**src/rtl/mavg_pkg.sv**
```systemverilog
// shared constants and controller/datapath command and status types
`default_nettype none

package mavg_pkg;

	localparam int MAX_WINDOW_DEF  = 64;
	localparam int SAMPLE_BITS_DEF = 16;
	localparam int CFG_W           = 7;
	localparam int WIN_RESET       = 8;

	// commands from controller to datapath
	typedef struct packed {
		logic accept;
		logic update;
		logic prep;
		logic div_step;
		logic fix;
		logic load_out;
	} mavg_cmd_t;

	// status from datapath to controller
	typedef struct packed {
		logic window_full;
	} mavg_sts_t;

endpackage

`default_nettype wire

```
**src/rtl/mavg_if.sv**
```systemverilog
// valid/ready stream interfaces for samples and results
`default_nettype none

interface mavg_sample_if #(
	parameter int SAMPLE_BITS = mavg_pkg::SAMPLE_BITS_DEF
) ();
	logic                          valid;
	logic                          ready;
	logic signed [SAMPLE_BITS-1:0] sample;

	modport source (output valid, output sample, input ready);
	modport sink (input valid, input sample, output ready);
endinterface

interface mavg_result_if #(
	parameter int SAMPLE_BITS = mavg_pkg::SAMPLE_BITS_DEF
) ();
	logic                          valid;
	logic                          ready;
	logic signed [SAMPLE_BITS-1:0] average;
	logic                          window_full;

	modport source (output valid, output average, output window_full, input ready);
	modport sink (input valid, input average, input window_full, output ready);
endinterface

`default_nettype wire

```
**src/rtl/mavg_ram.sv**
```systemverilog
// generic simple dual-port ram with registered read
`default_nettype none

module mavg_ram #(
	parameter int WIDTH = 16,
	parameter int DEPTH = 64
) (
	input  wire logic                     clk,
	input  wire logic                     we,
	input  wire logic [$clog2(DEPTH)-1:0] waddr,
	input  wire logic [WIDTH-1:0]         wdata,
	input  wire logic                     re,
	input  wire logic [$clog2(DEPTH)-1:0] raddr,
	output      logic [WIDTH-1:0]         rdata
);

	logic [WIDTH-1:0] mem_q [DEPTH];

	// write port
	always_ff @(posedge clk) begin
		if (we) begin
			mem_q[waddr] <= wdata;
		end
	end

	// registered read port
	always_ff @(posedge clk) begin
		if (re) begin
			rdata <= mem_q[raddr];
		end
	end

endmodule

`default_nettype wire

```
**src/rtl/mavg_datapath.sv**
```systemverilog
// ring store, running sum, restoring divider and output register
`default_nettype none

module mavg_datapath #(
	parameter int MAX_WINDOW  = mavg_pkg::MAX_WINDOW_DEF,
	parameter int SAMPLE_BITS = mavg_pkg::SAMPLE_BITS_DEF
) (
	input  wire logic                           clk,
	input  wire logic                           arst_n,
	input  wire logic                           cfg_we,
	input  wire logic [mavg_pkg::CFG_W-1:0]     cfg_len,
	input  wire logic signed [SAMPLE_BITS-1:0]  sample,
	input  wire mavg_pkg::mavg_cmd_t            cmd,
	output      mavg_pkg::mavg_sts_t            sts,
	output      logic signed [SAMPLE_BITS-1:0]  average,
	output      logic                           window_full
);

	localparam int SLOT_W = $clog2(MAX_WINDOW);
	localparam int LEN_W  = $clog2(MAX_WINDOW + 1);
	localparam int SUM_W  = SAMPLE_BITS + SLOT_W;
	localparam int CMP_W  = (LEN_W > mavg_pkg::CFG_W) ? LEN_W : mavg_pkg::CFG_W;
	localparam int LEN_RESET = (mavg_pkg::WIN_RESET > MAX_WINDOW) ? MAX_WINDOW
		: mavg_pkg::WIN_RESET;

	logic [LEN_W-1:0]              len_q;
	logic [LEN_W-1:0]              len_clamped;
	logic [SLOT_W-1:0]             slot_q;
	logic [LEN_W-1:0]              slot_inc;
	logic [LEN_W-1:0]              fill_q;
	logic signed [SUM_W-1:0]       sum_q;
	logic signed [SUM_W-1:0]       sum_next;
	logic signed [SAMPLE_BITS-1:0] sample_q;
	logic [SAMPLE_BITS-1:0]        old_word;
	logic [SUM_W-1:0]              sum_mag;
	logic [SUM_W-1:0]              quo_q;
	logic [LEN_W-1:0]              rem_q;
	logic                          neg_q;
	logic [LEN_W:0]                rem_shift;
	logic                          quo_bit;
	logic [SUM_W-1:0]              quo_signed;
	logic signed [SAMPLE_BITS-1:0] res_q;
	logic                          res_full_q;

	// clamp written length to 1..MAX_WINDOW
	always_comb begin
		if (cfg_len == '0) begin
			len_clamped = LEN_W'(1);
		end else if (CMP_W'(cfg_len) > CMP_W'(MAX_WINDOW)) begin
			len_clamped = LEN_W'(MAX_WINDOW);
		end else begin
			len_clamped = LEN_W'(cfg_len);
		end
	end

	// sample ring store
	mavg_ram #(
		.WIDTH(SAMPLE_BITS),
		.DEPTH(MAX_WINDOW)
	) u_store (
		.clk  (clk),
		.we   (cmd.update),
		.waddr(slot_q),
		.wdata(sample_q),
		.re   (cmd.accept),
		.raddr(slot_q),
		.rdata(old_word)
	);

	// running sum update and ring pointer advance
	assign sts.window_full = (fill_q >= len_q);
	assign slot_inc        = LEN_W'(slot_q) + LEN_W'(1);

	always_comb begin
		sum_next = sum_q + SUM_W'(sample_q);
		if (sts.window_full) begin
			sum_next = sum_next - SUM_W'($signed(old_word));
		end
	end

	always_ff @(posedge clk or negedge arst_n) begin
		if (!arst_n) begin
			len_q  <= LEN_W'(LEN_RESET);
			slot_q <= '0;
			fill_q <= '0;
			sum_q  <= '0;
		end else if (cfg_we) begin
			len_q  <= len_clamped;
			slot_q <= '0;
			fill_q <= '0;
			sum_q  <= '0;
		end else if (cmd.update) begin
			sum_q <= sum_next;
			if (!sts.window_full) begin
				fill_q <= fill_q + LEN_W'(1);
			end
			if (slot_inc >= len_q) begin
				slot_q <= '0;
			end else begin
				slot_q <= slot_inc[SLOT_W-1:0];
			end
		end
	end

	// sample capture
	always_ff @(posedge clk) begin
		if (cmd.accept) begin
			sample_q <= sample;
		end
	end

	// restoring divider, one quotient bit per step
	assign sum_mag    = sum_q[SUM_W-1] ? SUM_W'(-sum_q) : SUM_W'(sum_q);
	assign rem_shift  = {rem_q, quo_q[SUM_W-1]};
	assign quo_bit    = (rem_shift >= {1'b0, len_q});
	assign quo_signed = neg_q ? (~quo_q + SUM_W'(1)) : quo_q;

	always_ff @(posedge clk) begin
		if (cmd.prep) begin
			quo_q      <= sum_mag;
			rem_q      <= '0;
			neg_q      <= sum_q[SUM_W-1];
			res_q      <= '0;
			res_full_q <= sts.window_full;
		end else if (cmd.div_step) begin
			quo_q <= {quo_q[SUM_W-2:0], quo_bit};
			if (quo_bit) begin
				rem_q <= LEN_W'(rem_shift - {1'b0, len_q});
			end else begin
				rem_q <= rem_shift[LEN_W-1:0];
			end
		end else if (cmd.fix) begin
			res_q <= $signed(quo_signed[SAMPLE_BITS-1:0]);
		end
	end

	// output word register
	always_ff @(posedge clk) begin
		if (cmd.load_out) begin
			average     <= res_q;
			window_full <= res_full_q;
		end
	end

endmodule

`default_nettype wire

```
**src/rtl/mavg_ctrl.sv**
```systemverilog
// sequencing state machine and output valid tracking
`default_nettype none

module mavg_ctrl #(
	parameter int SUM_W = mavg_pkg::SAMPLE_BITS_DEF + $clog2(mavg_pkg::MAX_WINDOW_DEF)
) (
	input  wire logic                 clk,
	input  wire logic                 arst_n,
	input  wire logic                 in_valid,
	output      logic                 in_ready,
	output      logic                 out_valid,
	input  wire logic                 out_ready,
	input  wire mavg_pkg::mavg_sts_t  sts,
	output      mavg_pkg::mavg_cmd_t  cmd
);

	localparam int CNT_W = $clog2(SUM_W);

	typedef enum logic [2:0] {
		S_IDLE,
		S_UPDATE,
		S_PREP,
		S_DIV,
		S_FIX,
		S_OUT
	} state_t;

	state_t           state_q;
	logic [CNT_W-1:0] cnt_q;
	logic             out_valid_q;
	logic             out_free;

	assign in_ready  = (state_q == S_IDLE);
	assign out_valid = out_valid_q;
	assign out_free  = !out_valid_q || out_ready;

	// command decode
	always_comb begin
		cmd          = '0;
		cmd.accept   = (state_q == S_IDLE) && in_valid;
		cmd.update   = (state_q == S_UPDATE);
		cmd.prep     = (state_q == S_PREP);
		cmd.div_step = (state_q == S_DIV);
		cmd.fix      = (state_q == S_FIX);
		cmd.load_out = (state_q == S_OUT) && out_free;
	end

	// state, step counter and output valid
	always_ff @(posedge clk or negedge arst_n) begin
		if (!arst_n) begin
			state_q     <= S_IDLE;
			cnt_q       <= '0;
			out_valid_q <= 1'b0;
		end else begin
			if (cmd.load_out) begin
				out_valid_q <= 1'b1;
			end else if (out_ready) begin
				out_valid_q <= 1'b0;
			end
			case (state_q)
				S_IDLE: begin
					if (in_valid) begin
						state_q <= S_UPDATE;
					end
				end
				S_UPDATE: begin
					state_q <= S_PREP;
				end
				S_PREP: begin
					cnt_q <= '0;
					if (sts.window_full) begin
						state_q <= S_DIV;
					end else begin
						state_q <= S_OUT;
					end
				end
				S_DIV: begin
					cnt_q <= cnt_q + CNT_W'(1);
					if (cnt_q == CNT_W'(SUM_W - 1)) begin
						state_q <= S_FIX;
					end
				end
				S_FIX: begin
					state_q <= S_OUT;
				end
				S_OUT: begin
					if (out_free) begin
						state_q <= S_IDLE;
					end
				end
				default: begin
					state_q <= S_IDLE;
				end
			endcase
		end
	end

endmodule

`default_nettype wire

```
**src/rtl/moving_average_window.sv**
```systemverilog
// Moving average over the last window_length samples, one result word per sample.
// A word that fills the window passes update, prep, the bit-serial restoring divider and fix
// before the output register; while filling, the divider and fix are skipped.
// A new sample is taken only after the last result word is loaded into the output register.
// Reset (arst_n low): window length 8, store empty, sum and fill count zero, no word valid.
// A write of window_length also empties the window; the store itself is never cleared.
`default_nettype none

module moving_average_window #(
	parameter int MAX_WINDOW  = mavg_pkg::MAX_WINDOW_DEF,
	parameter int SAMPLE_BITS = mavg_pkg::SAMPLE_BITS_DEF
) (
	input  wire logic                       clk,
	input  wire logic                       arst_n,
	input  wire logic                       window_length_we,
	input  wire logic [mavg_pkg::CFG_W-1:0] window_length,
	mavg_sample_if.sink                     samples,
	mavg_result_if.source                   results
);

	localparam int SUM_W = SAMPLE_BITS + $clog2(MAX_WINDOW);

	mavg_pkg::mavg_cmd_t cmd;
	mavg_pkg::mavg_sts_t sts;

	// sequencer
	mavg_ctrl #(
		.SUM_W(SUM_W)
	) u_ctrl (
		.clk      (clk),
		.arst_n   (arst_n),
		.in_valid (samples.valid),
		.in_ready (samples.ready),
		.out_valid(results.valid),
		.out_ready(results.ready),
		.sts      (sts),
		.cmd      (cmd)
	);

	// store, sum and divider
	mavg_datapath #(
		.MAX_WINDOW (MAX_WINDOW),
		.SAMPLE_BITS(SAMPLE_BITS)
	) u_dp (
		.clk        (clk),
		.arst_n     (arst_n),
		.cfg_we     (window_length_we),
		.cfg_len    (window_length),
		.sample     (samples.sample),
		.cmd        (cmd),
		.sts        (sts),
		.average    (results.average),
		.window_full(results.window_full)
	);

endmodule

`default_nettype wire

```
**src/flat_wrapper.sv**
```systemverilog
// flat-port wrapper written by rule: the top's interface ports become plain ports
module moving_average_window_flat 
#(
	parameter int MAX_WINDOW  = mavg_pkg::MAX_WINDOW_DEF,
	parameter int SAMPLE_BITS = mavg_pkg::SAMPLE_BITS_DEF
)
  (clk, arst_n, window_length_we, window_length, samples_valid, samples_sample, samples_ready, results_valid, results_average, results_window_full, results_ready);
  mavg_sample_if #(.SAMPLE_BITS(SAMPLE_BITS)) samples_i ();
  mavg_result_if #(.SAMPLE_BITS(SAMPLE_BITS)) results_i ();
  input  wire logic clk;
  input  wire logic arst_n;
  input  wire logic window_length_we;
  input  wire logic [mavg_pkg::CFG_W-1:0] window_length;
  input wire logic [$bits(samples_i.valid)-1:0] samples_valid;
  input wire logic [$bits(samples_i.sample)-1:0] samples_sample;
  output wire logic [$bits(samples_i.ready)-1:0] samples_ready;
  output wire logic [$bits(results_i.valid)-1:0] results_valid;
  output wire logic [$bits(results_i.average)-1:0] results_average;
  output wire logic [$bits(results_i.window_full)-1:0] results_window_full;
  input wire logic [$bits(results_i.ready)-1:0] results_ready;
  assign samples_i.valid = samples_valid;
  assign samples_i.sample = samples_sample;
  assign samples_ready = samples_i.ready;
  assign results_valid = results_i.valid;
  assign results_average = results_i.average;
  assign results_window_full = results_i.window_full;
  assign results_i.ready = results_ready;
  moving_average_window #(.MAX_WINDOW(MAX_WINDOW), .SAMPLE_BITS(SAMPLE_BITS)) u_core (.clk(clk), .arst_n(arst_n), .window_length_we(window_length_we), .window_length(window_length), .samples(samples_i), .results(results_i));
endmodule
```
**config.mk**
```make
export PLATFORM = sky130hd
export DESIGN_NAME = moving_average_window_flat
export DESIGN_NICKNAME = d
export VERILOG_FILES = /design/src/rtl/mavg_pkg.sv /design/src/rtl/mavg_if.sv /design/src/rtl/mavg_ram.sv /design/src/rtl/mavg_datapath.sv /design/src/rtl/mavg_ctrl.sv /design/src/rtl/moving_average_window.sv /design/src/flat_wrapper.sv
export SDC_FILE = /design/constraint.sdc
export NUM_CORES = 1
export LEC_CHECK = 0
export BUFFER_PORTS_ARGS = -buffer_cell sky130_fd_sc_hd__buf_4
export CAP_MARGIN = 0
export CELL_PAD_IN_SITES_DETAIL_PLACEMENT = 0
export CELL_PAD_IN_SITES_GLOBAL_PLACEMENT = 1
export CORE_UTILIZATION = 58
export CTS_CLUSTER_DIAMETER = 40
export DETAILED_ROUTE_END_ITERATION = 6
export PLACE_DENSITY_LB_ADDON = 0.08
export RECOVER_POWER = 50
export SETUP_SLACK_MARGIN = 0.02
export SLEW_MARGIN = 20
export SYNTH_ARGS = -nofsm -noshare
export SYNTH_HDL_FRONTEND = slang
export SYNTH_SLANG_ARGS = --single-unit
```
**constraint.sdc**
```tcl
create_clock -name clk -period 11.8 [get_ports clk]
set_input_delay 0.59 -clock clk [delete_from_list [all_inputs] [get_ports clk]]
set_output_delay 0.59 -clock clk [all_outputs]
set_load 0.01 [all_outputs]
```
---- Word level (Yosys, flattened, before mapping) ----
Memory sizes are Yosys's and may differ from the RTL's. A register that Yosys moved wholly into a read port is not among the register bits.
Cells that the tools add are included.
word-level totals
  register bits after elaboration ......... 131
  bits in writable memories ............... 1024
  input port bits ......................... 28
  output and inout bits ................... 19
  logic and storage cells ................. 78
  memories ................................ 1
memory list
  name                       words  bits a word  read ports  clocked after Yosys merged registers in  write ports  RTL line        source
  u_core.u_dp.u_store.mem_q  64     16           1           1                                        1            mavg_ram.sv:17  logic [WIDTH-1:0] mem_q [DEPTH];
operators by class
  add/subtract/negate cells ............... 8
  magnitude comparators ................... 4
  equal/unequal tests ..................... 10
  muxes and demuxes ....................... 26
  bitwise gates (word level) .............. 2
  reduce and logical (&&, ||, !) cells .... 12
operators by type and width
  kind                                                  count
  two-way mux 22 bit                                    6
  two-way mux 7 bit                                     6
  adder 22 x 16 -> 22 bit                               1
  negation 22 bit                                       1
  subtractor 22 x 16 -> 22 bit                          1
  two-way mux 6 bit                                     3
  case mux 3 bit (6 select lines)                       1
  adder 16 x 1 -> 16 bit, second input constant         1
  two-way mux 16 bit                                    1
  NOT 16 bit                                            1
  greater-or-equal comparator 7 bit                     2
  two-way mux 3 bit                                     4
  case mux 5 bit (2 select lines)                       1
  greater-or-equal comparator 8 x 7 -> 1 bit            1
  inequality test 2 bit, second input constant          4
  adder 6 x 1 -> 7 bit, second input constant           1
  adder 7 x 1 -> 7 bit, second input constant           1
  greater-than comparator 7 bit, second input constant  1
  zero test 7 bit                                       1
  subtractor 7 bit                                      1
  == test 3 x 2 -> 1 bit, second input constant         2
  == test 3 bit, second input constant                  2
  nonzero test 2 bit                                    3
  adder 5 x 1 -> 5 bit, second input constant           1
  10 further kinds                                      15

---- Depth between registers and ports, before layout ----
  word-level depth ........................ 5
  depth in mapped cells ................... 21
  depth with buffers taken out ............ 21

---- Modules after synthesis ----
A second synthesis with hierarchy kept.
second synthesis, totals
  cell total of the unflattened synthesis .. 2727
  area, all modules ....................... 48741.7 µm²
modules (own cells, without submodules)
  module         times used  cells each  area an instance (µm²)  seq. area each (µm²)
  mavg_ram       1           1829        40202.3                 31230.0
  mavg_datapath  1           841         7990.2                  3224.3
  mavg_ctrl      1           57          549.3                   225.2

---- Worst setup path after synthesis ----
No wires, ideal clock.
  path kind ............................... reg-to-reg
  from .................................... register u_core.u_dp.sample_q[0]
  to ...................................... register u_core.u_dp.sum_q[21]
  library setup time ...................... 0.125 ns
  arrival time ............................ 5.319 ns
  data required time ...................... 11.675 ns
  path slack .............................. 6.356 ns
  stages on the path, launching flop included .. 22
  path buffers ............................ 0
  clock period less this slack ............ 5.444 ns
  cells stage by stage .................... edfxtp_1 ha_1 inv_1 fa_1 nor2b_1 o21ai_0 a21oi_1 o22a_1 a311o_1 a31oi_1 o21ai_0 xor2_1 ha_1 a21o_1 a21o_1 and2_1 or4_1 a21oi_1 nor4_1 nor3_1 mux2i_1 mux2_2
between the ends
  longest elaborated chain between the ends .. 5
RTL lines
  what                          RTL line              source
  from (decl)                   mavg_datapath.sv:33   logic signed [SAMPLE_BITS-1:0] sample_q;
  from (signal assigned)        mavg_datapath.sv:108  sample_q <= sample;
  adder 22 x 16 -> 22 bit *     mavg_datapath.sv:75   sum_next = sum_q + SUM_W'(sample_q);
  subtractor 22 x 16 -> 22 bit  mavg_datapath.sv:77   sum_next = sum_next - SUM_W'($signed(old_word));
  two-way mux 22 bit *          mavg_datapath.sv:76   if (sts.window_full) begin
  two-way mux 22 bit *          mavg_datapath.sv:92   end else if (cmd.update) begin
  two-way mux 22 bit *          mavg_datapath.sv:87   end else if (cfg_we) begin
  to (signal assigned)          mavg_datapath.sv:93   sum_q <= sum_next;
  to (decl)                     mavg_datapath.sv:31   logic signed [SUM_W-1:0] sum_q;
Mark *: on every way between the ends. The rest lies on a longest branch, timed or not. The select of a mux whose other input is x is not followed.
A chain may end at the register's enable or synchronous reset.

---- Final worst setup path ----
  from .................................... register u_core.u_dp.sample_q[1]
  to ...................................... register u_core.u_dp.sum_q[21]
Same word-level chain as after synthesis.

==> results.yml <==
status:
  status: "finished, violations left"
  violations: "design-rule violations, max-capacitance violations, max-slew violations"
routing:
  first_iter_violations: 3576
  finalWirelength_um: 135000
  ant_nets: 0
  viasPerCell: 6.67
  vias: 29300
  routedWlPerCell_um: 30.6
  drt_pre_antenna_iters: 7
  route.detailed.drc: 9
power_and_ir_drop:
  combPwrFrac: 0.252
  p_int_mw: 8.67
  p_leak_nw: 18.1
  swShare: 0.316
  power_mw: 12.7
  p_sw_mw: 4.01
  pwr-share-seq: 0.406
  p_clk_frac: 0.341
  power.density_mw_per_mm2: 234
  ir_worst_vdd_mv: 0.168
synthesis:
  yosys_register_bits: 1171
  synthAdderAreaFrac: 0.0194
  ys_warn_count: 0
  synth-xor-area-share: 0.0142
  syn_area_mm2: 0.0476
  async_flop_share: 0.0436
  synth_cell_types: 70
  synth-simple-area-share: 0.0517
  synth_nets: 3192
  ys.flop_type: "edfxtp_1"
  synth.yosys.seq_area_share: 0.729
  syn_inst: 3092
  synth_edf_count: 1097
  synthMuxAreaShare: 0.0486
  synth_compound_area_frac: 0.119
  synth_top_family_by_area: "compound AO/OA/AOI/OAI gates"
  syn_area_per_cell_um2: 15.4
floorplanning:
  rows: 104
  start_util: 0.589
  fp.dieH_um: 288
  dieArea_mm2: 0.0832
  ios: 47
  core_mm2: 0.0808
  floorplan.die.width_um: 288
cts:
  cts_buffers: 143
  htree_levels: 4
  ctsResizeCount: 0
  cts_buffer_depth: 3
  clock-sinks: 1171
  insertion_delay_ns: 0.74
  cts_root_buf: "clkbuf_16"
  cts.clk_slew.worst_paths_ns: 0.05
  cts_tree: "yes"
timing:
  clock-skew-final_ns: 0.0299
  period_needed_ns: 7.60
  tightest_slew_ns: 3.81
  finalHoldViolations: 0
  rsz0062_at_grt: "no"
  finalSetupViolCount: 0
  max_freq_mhz: 132
  max-slew-margin-rel: -1.54
  fin_crit_sh: 0.644
  setup_tns_ns: 0
  slew_violations: 1235
setup_path:
  critPathRequiredTime_ns: 12.40
  crit_buf_inv: 2
  worstSetupPathType: "flop to flop"
  cp_max_fo: 66
  crit_path_start_kind: "flop"
  cpLargestDelayFamily: "buffers and inverters"
  crit_slowest_cell: "clkbuf_1"
  crit_path_max_incr_delay_ns: 2.36
  crit_arrival_ns: 8.20
  crit_path_end_kind: "flop"
  cp_cell_sequence: "clkbuf_1 > inv_1 > fa_1 > nor2b_1 > o21ai_0 > a21oi_1 > o22a_1 > a311o_1 > a31oi_1 > o21ai_0 > xor2_1 > ha_1 > a21o_1 > a21o_1 > and2_1 > or4_1 > a21oi_1 > nor4_1 > nor3_1 > mux2i_1 > mux2_2"
grt:
  grt_max_degree: 94
  grt_pass1_wl_um: 193000
  antenna_found_initial: 3
  grt_usage: 0.326
  grt_overflow: 0
  grt_pass1_vias: 28400
finish:
  antenna_cells: 0
  nets: 3330
  nFillCells: 5500
  area.growth.synth_to_final_pct: 14.0
  drive_above_1_share: 0.149
  layout_common_cells: "edfxtp_1 (1097), nor2_1 (219), a22oi_1 (166), a21oi_1 (161), nand2_1 (156)"
  final_area_mm2: 0.0542
  layout_commonest_cell: "edfxtp_1"
place:
  io_buffers: 46
  place_area_mm2: 0.0496
  dp_hpwl_um: 77500
  place_congestion: 0.914
run:
  drv_cap: 20
min_path:
  hold_class: "input pin to flop"
[power groups by stage]
stage,Sequential (mW),Combinational [mW],Clock (mW)
after global placement,5.19,3.11,0
after global routing,5.18,3.47,4.51
final,5.15,3.20,4.32
after floorplan,5.20,2.09,0
after CTS,5.12,3.18,4.36
after detailed placement,5.20,3.17,0
[synth_stat cells (17+ instances only)]
cell type | count | share of area
mux4_2 | 34 | 0.016
a21o_1 | 28 | 0.0044
xnor2_1 | 34 | 0.0063
nor2_1 | 228 | 0.018
o22ai_1 | 45 | 0.0059
mux2i_1 | 77 | 0.016
a31oi_1 | 29 | 0.0038
a22oi_1 | 166 | 0.026
dfrtp_1 | 50 | 0.026
o21ai_0 | 88 | 0.0093
a211oi_1 | 39 | 0.0062
mux2_2 | 69 | 0.016
ha_1 | 69 | 0.018
a22o_1 | 50 | 0.0092
clkbuf_1 | 120 | 0.0095
nand4_1 | 18 | 0.0024
buf_1 | 44 | 0.0035
nor2b_1 | 17 | 0.0022
dfxtp_1 | 23 | 0.0097
inv_1 | 49 | 0.0039
a221oi_1 | 110 | 0.020
edfxtp_1 | 1097 | 0.69
nand2b_1 | 26 | 0.0034
nand2_1 | 156 | 0.012
a21oi_1 | 162 | 0.017
xor2_1 | 43 | 0.0079
buf_2 | 18 | 0.0019
nor3_1 | 32 | 0.0034
or3_1 | 17 | 0.0022
[worst register-to-register path: stages, from the launching register on]
cell	delay, ns
edfxtp_1	0.31
clkbuf_1	2.36
inv_1	0.27
fa_1	0.58
nor2b_1	0.11
o21ai_0	0.11
a21oi_1	0.21
o22a_1	0.24
a311o_1	0.24
a31oi_1	0.17
o21ai_0	0.35
xor2_1	0.21
ha_1	0.30
a21o_1	0.21
a21o_1	0.19
and2_1	0.16
or4_1	0.40
a21oi_1	0.19
nor4_1	0.07
nor3_1	0.23
mux2i_1	0.22
mux2_2	0.34
[per-stage QoR]
stage | setup slack [ns] | hold WS (ns) | util | std cells
3_3_place_gp | 6.23 | 0.404 | 0.614 | 4143
2_1_floorplan | 6.36 | 0.294 | - | 3092
3_5_place_dp | 6.20 | 0.416 | 0.614 | 4143
4_1_cts | 6.15 | 0.000317 | 0.673 | 4398
5_1_grt | 3.72 | 0.0328 | 0.671 | 4398
6_report | 4.20 | 0.0572 | 0.671 | 4398
[layout make-up]
cell class	instances	area, um^2	share of cell area
Sequential cell	1171	34700	0.640
Multi-Input combinational cell	1688	12100	0.223
Clock buffer	158	3700	0.0682
Tap cell	1060	1330	0.0245
Timing Repair Buffer	175	1210	0.0223
Clock inverter	95	1020	0.0188
Inverter	51	191	0.00353
[logic make-up after synthesis]
logic type               after synthesis
AO/OA/AOI/OAI                        807
multiplexers                         180
buffers and inverters                233
adder cells (fa/ha/maj)               72
AND/OR/NAND/NOR                      552
XOR/XNOR                              77
flip-flops                          1171
[routing by layer]
layer  up-vias  wire length, um  track usage  share of wire
li1      12600                -            -              -
met5         -               29            0        0.00022
met3       310            14000       0.0736           0.10
met1     14800            51000        0.434           0.38
met2      1651            63300        0.518           0.47
met4         4             6230        0.142          0.046
[worst paths after layout]
kind                                    startpoint                       to  slack (ns)  cells after the start
max                        u_core.u_dp.sample_q[1]    u_core.u_dp.sum_q[21]        4.20                     21
min                              samples_sample[7]  u_core.u_dp.sample_q[7]        0.06                      1
max reg2reg                u_core.u_dp.sample_q[1]    u_core.u_dp.sum_q[21]        4.20                     21
min reg2reg                 u_core.u_dp.res_full_q  u_core.u_dp.window_full        0.43                      0
max in group asynchronous                   arst_n    u_core.u_dp.slot_q[0]        8.17                      2
min in group asynchronous                   arst_n     u_core.u_dp.len_q[2]        1.44                      2
[what timing repair did]
item	in CTS	in global routing
hold buffers	2	0
buffers inserted	0	0
endpoints found under the hold margin	51	0
[registers in the layout (all words and copies together) (netlist names), 3 cells and up]
register and cells:
u_core.u_dp.fill_q 7, u_core.u_dp.u_store.rdata 16, u_core.u_dp.slot_q 6, u_core.u_dp.quo_q 22, u_core.u_dp.average 16, u_core.u_dp.sum_q 22, u_core.u_dp.sample_q 16, u_core.u_dp.rem_q 7
u_core.u_ctrl.cnt_q 5, u_core.u_dp.u_store.mem_q 1024, u_core.u_dp.res_q 16, u_core.u_dp.len_q 7, u_core.u_ctrl.state_q 3
Note: power is estimated with default switching activity, not from simulation.
